### src/rtl/core/rmr_pkg.sv
// Package with the types and codes shared by the room membership router.
package rmr_pkg;

    localparam logic [1:0] OP_JOIN   = 2'd0;
    localparam logic [1:0] OP_RELAY  = 2'd1;
    localparam logic [1:0] OP_DISC   = 2'd2;
    localparam logic [1:0] OP_UNUSED = 2'd3;

    localparam logic [1:0] KIND_ROLE   = 2'd0;
    localparam logic [1:0] KIND_JOINED = 2'd1;
    localparam logic [1:0] KIND_LEFT   = 2'd2;
    localparam logic [1:0] KIND_RELAY  = 2'd3;

    localparam logic [1:0] REG_MAX_ROOMS   = 2'd0;
    localparam logic [1:0] REG_MAX_MEMBERS = 2'd1;
    localparam logic [1:0] REG_MAX_SIGNAL  = 2'd2;

    localparam logic [15:0] PEER_FIELD_BYTES = 16'd4;

    typedef enum logic [3:0] {
        ST_IDLE,
        ST_RSCAN,
        ST_MSCAN,
        ST_DECIDE,
        ST_HSCAN,
        ST_EMIT,
        ST_SHIFT,
        ST_DONE
    } state_t;

    // One result item.
    typedef struct packed {
        logic [1:0]  kind;
        logic [15:0] dest;
        logic        host;
        logic [31:0] peer;
        logic [15:0] size;
        logic        last;
    } result_t;

endpackage

### src/rtl/core/rmr_out_reg.sv
// Output register that holds one result item until the receiver takes it.
module rmr_out_reg
(
    input  logic             clk,
    input  logic             rst_n,
    input  logic             load,
    input  rmr_pkg::result_t din,
    output logic             full,
    input  logic             stall,
    output logic             valid,
    output rmr_pkg::result_t dout
);
    logic             full_reg;
    rmr_pkg::result_t data_reg;

    // Load when empty or when the held item leaves in this cycle.
    always_ff @(posedge clk or negedge rst_n)
    begin
        if (!rst_n)
        begin
            full_reg <= 1'b0;
        end
        else if (load)
        begin
            full_reg <= 1'b1;
        end
        else if (!stall)
        begin
            full_reg <= 1'b0;
        end
    end

    always_ff @(posedge clk)
    begin
        if (load)
        begin
            data_reg <= din;
        end
    end

    assign full  = full_reg && stall;
    assign valid = full_reg;
    assign dout  = data_reg;

`ifndef ASSERT_OFF
    a_load_free: assert property (@(posedge clk) disable iff (!rst_n)
        load |-> !(full_reg && stall))
        else $error("result loaded over a held item");
`endif
endmodule

### config.mk
export PLATFORM = sky130hd
export DESIGN_NAME = rmr_out_reg
export DESIGN_NICKNAME = d
export VERILOG_FILES = /design/src/rtl/core/rmr_pkg.sv /design/src/rtl/core/rmr_out_reg.sv
export SDC_FILE = /design/constraint.sdc
export NUM_CORES = 1
export LEC_CHECK = 0
export ABC_AREA = 1
export BUFFER_PORTS_ARGS = -buffer_cell sky130_fd_sc_hd__buf_2
export CORE_MARGIN = 2
export CORE_UTILIZATION = 30
export DETAILED_ROUTE_END_ITERATION = 10
export PLACE_DENSITY_LB_ADDON = 0.25
export SLEW_MARGIN = 20
export SYNTH_ARGS = -nofsm -noshare
export SYNTH_HDL_FRONTEND = slang
export SYNTH_SLANG_ARGS = --single-unit
### constraint.sdc
create_clock -name clk -period 0.8 [get_ports clk]
set_input_delay 0.08 -clock clk [delete_from_list [all_inputs] [get_ports clk]]
set_output_delay 0.08 -clock clk [all_outputs]
set_load 0.02 [all_outputs]
==> run_results.csv, run 1 <==
group,metric,value,unit
timing,fmax,965,MHz
die,start_util,30.8,%
route,drt_iter0_drc,75,
clock_network,clk_pin_slew,0.07,ns
critical_path,path_class,"reg -> out",
route,drcViolationCount,0,
critical_path,r2r_slack,-0.17,ns
final_layout,finalNetCount,372,
clock_network,clockRootBuffer,"clkbuf_8",
route,vias,1585,
timing,max_slew.worst_pin.slew,0.189,ns
final_layout,layout.cells.non_filler,385,
yosys,synth.area.top_cells,"edfxtp_1, dfrtp_1, inv_1, nand2_1",
global_route,grt.total_usage,15.4,%
pwr,combPwrFrac,17.2,%
placed_design,dp.cells,296,
final_layout,layout_commonest_cell,"buf_2",
clock_network,cts_tree,"built",
final_layout,final_layout_size_suffix_gt1_share,53.1,%
pwr,swShare,23.5,%
timing,period_minus_slack,1.04,ns
pwr,p_leak,1.78,nW
critical_path,r2r-end,"valid",
timing,setup_violations,71,
timing,drv_slew,0,
clock_network,numCtsBuffers,9,
flow_run,maxCapViolCount,0,
route,avgRoutedWirePerCell,15.3,um
critical_path,crit_required,0.72,ns
outcome,status,"complete, but fails checks",
yosys,synth-seq-cells,69,
critical_path,crit_buf_inv,2,
critical_path,cp-start-kind,"flip-flop",
die,fp-row-count,30,
final_layout,final_util,61.9,%
final_layout,diodes,0,
critical_path,crit_family,"flip-flops",
critical_path,worstPathArrival,0.96,ns
critical_path,crit_cells,3,
placed_design,dp_hpwl,3280,um
final_layout,area_delta_synth_final,101,%
placed_design,port_buffers,141,
die,die_h,87.3,um
pwr,p_seq_share,51.8,%
outcome,failed_checks,"setup timing",
clock_network,htree_levels,3,
yosys,syn_area,0.00208,mm^2
die,coreArea,0.00676,mm^2
critical_path,critical_path.startpoint,"valid",
yosys,synth_warnings,0,
yosys,yosys.area.top_type_share,98.1,%
timing,fin_crit_sh,130,%
yosys,synth_area_leader_cell,"edfxtp_1",
placed_design,gp_congestion,0.663,
critical_path,slowest_stage,"dfrtp_1",
clock_network,clock-sinks,69,
clock_network,clockBufferDepth,2,
yosys,ys_seq_area_share,99.3,%
timing,rsz0062_at_grt,"true",
final_layout,final_cell_mix,"buf_2, dlygate4sd3_1, edfxtp_1, buf_6, clkbuf_8",
pwr,power_density,2040,mW/mm^2
timing,hold_viol_final,0,
die,ioPinCount,142,
die,die_width,87.3,um
timing,fin_ws,-0.237,ns
pwr,p_int,0.00652,W
critical_path,crit_path_cell_trace,"nand2_2 -> inv_2 -> buf_6",
route,dr.pass1.iters,5,
route,via_per_inst,4.12,
pwr,switchingPower,0.00200,W
timing,max-slew-margin-rel,87.4,%
global_route,grt_start_max_net_pins,36,
yosys,synthDistinctLibCells,4,
critical_path,rr_startpoint,"valid",
critical_path,endpoint_kind,"output port",
pwr,ir_drop,1.21,mV
global_route,antenna_found_initial,0,
clock_network,clock_latency,0.33,ns
route,drt-total-wl,5880,um
critical_path,cp_max_fo,2,
critical_path,reg2regPathDepth,6,
yosys,avgSynthCellArea,28.5,um^2
global_route,grt_pass1_wl,8480,um
global_route,overflow,0,
yosys,syn_inst,73,
timing,clock_skew,0,ns
yosys,synthesis.nets,145,
pwr,clkPwrFrac,31.0,%
critical_path,cpPeakStageDelay,0.39,ns
route,ant_nets,0,
pwr,power,0.00852,W
die,die-area,0.00762,mm^2
hold_path,min_path_type,"in -> async",
critical_path,crit_path_end,"full",
global_route,grt_pass1_vias,1786,
[through the flow]
stage	hold WS (ns)	setup slack, ns	cell area [um^2]	setup TNS, ns
floorplan	-0.216	0.0517	2080	0
finish	0.0483	-0.237	4180	-10.31
global route	0.0287	-0.286	4180	-13.38
CTS	0.0252	-0.245	4000	-11.19
global placement	-0.145	0.0332	2930	0
detailed placement	-0.143	0.0293	2930	0
[synth_stat cells]
cell,n
edfxtp_1,68
nand2_1,2
inv_1,2
dfrtp_1,1
[per-layer routing]
layer / global-route usage, % / routed length [um]
met1: 15.8 / 2060
met2: 25.4 / 3140
met3: 6.92 / 514
met4: 9.65 / 160
met5: 0 / 0
[area by class of cell]
| type | instances | area [um^2] |
|---|---|---|
| Fill cell | 486 | 2580 |
| Multi-Input combinational cell | 2 | 12.5 |
| Clock buffer | 11 | 131 |
| Clock inverter | 5 | 51.3 |
| Sequential cell | 69 | 2070 |
| Timing Repair Buffer | 216 | 1810 |
| Tap cell | 80 | 100 |
| Inverter | 2 | 7.51 |
[how the worst min path moves through the flow]
stage	depth (start not counted)	slack, ns	from	end
floorplan	0	-0.22	rst_n	valid
finish	2	0.05	rst_n	valid
CTS	2	0.03	rst_n	valid
global route	2	0.03	rst_n	valid
detailed placement	1	-0.14	rst_n	valid
global placement	1	-0.14	rst_n	valid
[logic make-up (layout without fill, tap and decap cells)]
kind of cell / after synthesis / after routing / share of synthesized area, %
buffers and inverters: 2 / 234 / 0.361
DFF: 69 / 69 / 99.3
and+or+nand+nor: 2 / 2 / 0.361
[timing repair]
item | in CTS | in global routing
gates cloned | 0 | 0
hold buffers | 69 | 0
resized for setup | 52 | 61
endpoints found under the hold margin | 69 | 0
setup endpoints to repair | 70 | 71
pin swaps | 1 | 0
buffers inserted | 4 | 0
[power groups by stage]
stage / sequential [W] / combinational, W / clock (W)
after floorplan: 0.00482 / 0.00000996 / 0
after global placement: 0.00442 / 0.000915 / 0
after detailed placement: 0.00443 / 0.000918 / 0
after CTS: 0.00438 / 0.00132 / 0.00271
after global routing: 0.00444 / 0.00154 / 0.00289
final: 0.00442 / 0.00146 / 0.00264
[sequential cells by signal (all words and copies together), names as in the netlist]
| register | count |
|---|---|
| dout | 68 |
| valid | 1 |
[worst reg2reg max path: cells and delay by family (launching register included)]
kind	cells	cell delay (ns)
AND/OR/NAND/NOR	2	0.11
buffers and inverters	4	0.45
flip-flops	1	0.36
Note: power is estimated with default switching activity, not from simulation.
==> run 2, diff against run 1 <==
ABC_CLOCK_PERIOD_IN_PS = 800   (was not set)
CELL_PAD_IN_SITES_DETAIL_PLACEMENT = 0   (was not set)
CELL_PAD_IN_SITES_GLOBAL_PLACEMENT = 1   (was not set)
CTS_BUF_LIST = sky130_fd_sc_hd__clkbuf_16   (was not set)
==> run 2 against run 1 <==
Effect of this change:
- the run still ends with setup timing left
- register-to-register slack about the same
- flip-flop and latch count unchanged
- worst setup slack better by 0.011 ns
- sequential power about the same
- die area unchanged
- worst hold slack better by 0.021 ns
- count of clock-buffer cells in the layout down 2
- critical path depth unchanged
- clock power up 66%
- via count down 2.9%
- cell count up 0.26%
- global-route usage down 1.9 points
- largest cell class unchanged
==> run_results.csv, run 2 (synthesis gave the netlist of run 1 again) <==
group,metric,value,unit
clock_network,clockRootBuffer,"clkbuf_16",
timing,rsz0062_at_grt,"true",
final_layout,layout.cells.non_filler,386,
global_route,grt_use_met3,4.64,%
die,die-area,0.00762,mm^2
hold_path,min_path_type,"in -> async",
route,avgRoutedWirePerCell,14.0,um
route,dr.pass1.iters,3,
critical_path,cp_max_fo,2,
final_layout,stdcell_area,0.00436,mm^2
placed_design,port_buffers,141,
critical_path,critical_path.startpoint,"valid",
placed_design,gp_congestion,0.650,
route,via_per_inst,3.99,
clock_network,clockBufferDepth,2,
pwr,p_seq_share,43.0,%
die,coreArea,0.00676,mm^2
outcome,failed_checks,"setup timing",
final_layout,finalNetCount,373,
pwr,ir_drop,1.83,mV
global_route,grt_pass1_vias,1583,
timing,clock_skew,0,ns
final_layout,area_delta_synth_final,109,%
critical_path,worstPathArrival,0.95,ns
critical_path,rr_startpoint,"valid",
global_route,grt_pass1_wl,7400,um
global_route,antenna_found_initial,0,
timing,period_minus_slack,1.03,ns
clock_network,clock_latency,0.32,ns
pwr,clkPwrFrac,42.7,%
final_layout,final_cell_mix,"buf_2, dlygate4sd3_1, edfxtp_1, buf_6, clkbuf_16",
route,drcViolationCount,0,
pwr,swShare,20.7,%
timing,drv_slew,0,
global_route,met2_usage,23.6,%
die,start_util,30.8,%
clock_network,clk_pin_slew,0.05,ns
pwr,p_int,0.00814,W
timing,holdWs,0.0693,ns
route,vias,1539,
clock_network,cts_tree,"built",
route,ant_nets,0,
pwr,power_density,2350,mW/mm^2
clock_network,numCtsBuffers,9,
die,ioPinCount,142,
outcome,status,"complete, but fails checks",
route,drt-total-wl,5390,um
pwr,switchingPower,0.00213,W
timing,fmax,975,MHz
final_layout,fillers,496,
final_layout,diodes,0,
global_route,grt.total_usage,13.4,%
timing,fin_crit_sh,128,%
clock_network,htree_levels,3,
timing,hold_viol_final,0,
global_route,busiest_layer,"met2",
placed_design,dp_hpwl,3290,um
flow_run,maxCapViolCount,0,
final_layout,final_util,64.6,%
final_layout,final_layout_size_suffix_gt1_share,54.2,%
die,die_width,87.3,um
final_layout,layout_commonest_cell,"buf_2",
placed_design,place_area,0.00295,mm^2
final_layout,largest_reg_flops,68,
global_route,use_met1,13.8,%
timing,fin_ws,-0.225,ns
critical_path,path_class,"reg -> out",
critical_path,endpoint_kind,"output port",
global_route,overflow,0,
die,die_h,87.3,um
timing,max_slew.worst_pin.slew,0.172,ns
pwr,combPwrFrac,14.3,%
pwr,p_leak,1.86,nW
timing,setup_violations,71,
timing,fin_setup_tns,-8.70,ns
critical_path,cp-start-kind,"flip-flop",
critical_path,crit_required,0.72,ns
global_route,grt_start_max_net_pins,33,
route,drt_iter0_drc,72,
placed_design,dp.cells,297,
timing,max-slew-margin-rel,88.5,%
clock_network,clock-sinks,69,
die,fp-row-count,30,
==> run 2: power groups by stage <==
stage / clock network [W] / logic [W] / registers [W]
CTS: 0.00450 / 0.00130 / 0.00437
finish: 0.00439 / 0.00147 / 0.00441
global placement: 0 / 0.000928 / 0.00441
global route: 0.00464 / 0.00155 / 0.00444
floorplan: 0 / 0.00000996 / 0.00482
detailed placement: 0 / 0.000932 / 0.00442
==> run 2: area by class of cell <==
| cell class | count | area (um^2) | area share, % |
|---|---|---|---|
| sequential | 69 | 2070 | 47.4 |
| timing repair buffer | 217 | 1840 | 42.1 |
| clock buffer | 9 | 225 | 5.16 |
| clock inverter | 7 | 114 | 2.61 |
| tap | 80 | 100 | 2.29 |
| multi-input combinational | 2 | 12.5 | 0.287 |
| inverter | 2 | 7.51 | 0.172 |
==> run 2: path summary, 6_finish.rpt <==
check	depth (start not counted)	slack, ns	to
min in group clk	4	0.23	valid
max	3	-0.23	full
max reg2reg	6	-0.16	valid
max in group asynchronous	2	0.65	valid
min reg2reg	6	0.88	valid
min	2	0.07	valid
==> run 2: timing repair <==
action                     4_1_cts  5_1_grt
setup endpoints to repair       70       71
hold endpoints to repair        69        0
pin swaps                        1        1
hold buffers                    69        0
buffers inserted                 4        1
resized for setup               36       79
==> run 2: worst max-delay path: stages, from the launching register on <==
cell and delay (ns):
dfrtp_1 0.39, nand2_2 0.09, inv_2 0.04, buf_6 0.12
==> run 2: through the flow <==
stage / power [W] / worst slack, ns
after floorplan: 0.00483 / 0.0517
after CTS: 0.0102 / -0.231
after global routing: 0.0106 / -0.273
after global placement: 0.00534 / 0.000131
after detailed placement: 0.00535 / -0.0151
final: 0.0103 / -0.225
==> run 2: per-layer routing <==
| metal | vias up | part of all wire, % |
|---|---|---|
| li1 | 750 | - |
| met5 | - | 0 |
| met3 | 6 | 7.9 |
| met1 | 700 | 36 |
| met4 | 0 | 1.3 |
| met2 | 83 | 55 |
==> run 3, diff against run 2 <==
ABC_CLOCK_PERIOD_IN_PS = 1200   (was 800)
CORE_UTILIZATION = 34   (was 30)
SETUP_SLACK_MARGIN = 0.5   (was not set)
clock period = 1.2 ns   (was 0.8 ns; I/O delays follow)
==> run 3 against run 2 <==
Effect of this change:
- the run now ends clean
- clock skew is the same
- sequential share of layout area grew 0.32 points
- total power shrank 31%
- worst setup slack gained 0.35 ns
- largest cell class unchanged
==> run_results.csv, run 3 (synthesis gave the netlist of run 1 again) <==
group,metric,value,unit
critical_path,cp_max_fo,2,
final_layout,largest_reg_flops,68,
critical_path,path_class,"reg -> out",
critical_path,worstPathArrival,0.95,ns
placed_design,port_buffers,141,
die,die-area,0.00677,mm^2
route,via_per_inst,4.16,
die,start_util,35.2,%
route,met3WireLength,511,um
timing,fin_setup_tns,0,ns
global_route,grt_pass1_vias,1492,
global_route,overflow,0,
critical_path,cp-start-kind,"flip-flop",
final_layout,layout_commonest_cell,"buf_2",
global_route,antenna_found_initial,0,
die,die_width,82.3,um
critical_path,crit_path_cell_trace,"nand2_2 -> inv_2 -> buf_6",
pwr,p_seq_share,41.7,%
clock_network,numCtsBuffers,9,
pwr,swShare,20.3,%
pwr,ir_drop,1.07,mV
final_layout,final_cell_mix,"buf_2, edfxtp_1, dlygate4sd3_1, buf_6, clkbuf_16",
route,drt-total-wl,5460,um
clock_network,clk_pin_slew,0.05,ns
pwr,clkPwrFrac,44.7,%
clock_network,clockRootBuffer,"clkbuf_16",
route,top_layer_used,"met4",
timing,drv_slew,0,
final_layout,finalNetCount,369,
final_layout,diodes,0,
die,ioPinCount,142,
die,fp-row-count,28,
route,drcViolationCount,0,
timing,setup_violations,0,
global_route,grt.total_usage,14.5,%
timing,rsz0062_at_grt,"true",
timing,max-slew-margin-rel,80.7,%
clock_network,htree_levels,3,
pwr,power,0.00706,W
clock_network,clock-sinks,69,
final_layout,area_delta_synth_final,108,%
global_route,grt_start_max_net_pins,47,
critical_path,crit_required,1.08,ns
final_layout,final_layout_size_suffix_gt1_share,53.6,%
timing,period_minus_slack,1.07,ns
route,avgRoutedWirePerCell,14.5,um
die,coreArea,0.00592,mm^2
critical_path,crit_family,"flip-flops",
timing,clock_skew,0,ns
clock_network,cts_tree,"built",
timing,fin_crit_sh,89.3,%
clock_network,clock_latency,0.32,ns
route,wl_met1,1870,um
pwr,switchingPower,0.00144,W
critical_path,crit_buf_inv,2,
route,wl_met2,2990,um
clock_network,clockBufferDepth,2,
hold_path,min_path_type,"in -> async",
flow_run,maxCapViolCount,0,
outcome,status,"finished clean",
route,dr.pass1.iters,4,
pwr,p_int,0.00563,W
timing,max_slew.worst_pin.slew,0.289,ns
global_route,grt_pass1_wl,6820,um
route,ant_nets,0,
placed_design,gp_congestion,0.670,
timing,fmax,933,MHz
critical_path,cpPeakStageDelay,0.40,ns
route,vias,1568,
die,die_h,82.3,um
pwr,combPwrFrac,13.6,%
critical_path,endpoint_kind,"output port",
pwr,power_density,1630,mW/mm^2
timing,hold_viol_final,0,
route,drt_iter0_drc,70,
critical_path,slowest_stage,"dfrtp_2",
pwr,p_leak,1.91,nW
==> run 3: cell types whose count changed in the layout (fill, tap and decap cells not counted), moves of 2 or more <==
cell,previous run,this run
buf_12,3,1
dlygate4sd3_1,69,62
dlymetal6s4s_1,0,7
buf_6,57,55
clkinvlp_4,2,0
==> run 3: layer usage <==
metal	global-route usage (%)	up-vias
met5	0	-
met4	7.00	0
met3	7.50	10
met2	24.6	93
met1	14.6	728
li1	-	737
==> run 3: worst paths after layout <==
check | from | endpoint | slack, ns | cells after the start
worst max register to register | valid | valid | 0.48 | 3
worst max-delay path | valid | full | 0.13 | 3
min in group clk | stall | valid | 0.14 | 4
max in group asynchronous | rst_n | valid | 1.00 | 2
worst min-delay path | rst_n | valid | 0.11 | 2
worst min register to register | valid | valid | 0.62 | 3
==> run 3: power by group through the flow <==
stage / Sequential, W / Clock [W] / Combinational [W]
floorplan: 0.00321 / 0 / 0.00000769
global placement: 0.00295 / 0 / 0.000600
detailed placement: 0.00295 / 0 / 0.000603
CTS: 0.00291 / 0.00322 / 0.000808
global route: 0.00296 / 0.00335 / 0.00101
finish: 0.00295 / 0.00316 / 0.000958
==> run 3: area by class of cell <==
| cell class | count | area (um^2) |
|---|---|---|
| fillers | 356 | 1590 |
| well taps | 75 | 93.8 |
| multi-input cells | 2 | 10.0 |
| repair buffers | 213 | 1790 |
| flip-flops and latches | 69 | 2070 |
| clock buffers | 9 | 225 |
| clock inverters | 7 | 138 |
| inverters | 2 | 7.51 |
==> run 3: what timing repair did <==
| item | 4_1_cts | 5_1_grt |
|---|---|---|
| hold endpoints to repair | 69 | 1 |
| hold buffers | 68 | 1 |
| gates resized for setup | 20 | 97 |
| endpoints found under the setup margin | 70 | 77 |
| pin swaps | 1 | 1 |
| setup buffers | 0 | 1 |
==> run 3: stage by stage <==
step / worst slack [ns] / instances / hold WS [ns] / utilization [%] / area, um^2
after detailed placement: 0.318 / 291 / -0.101 / 49.2 / 2910
after CTS: 0.117 / 375 / -0.00262 / 67.9 / 4020
after global placement: 0.334 / 291 / -0.103 / 49.2 / 2910
final: 0.128 / 377 / 0.105 / 73.2 / 4340
after global routing: 0.0785 / 377 / 0.0841 / 73.2 / 4340
after floorplan: 0.507 / 73 / -0.176 / - / 2090
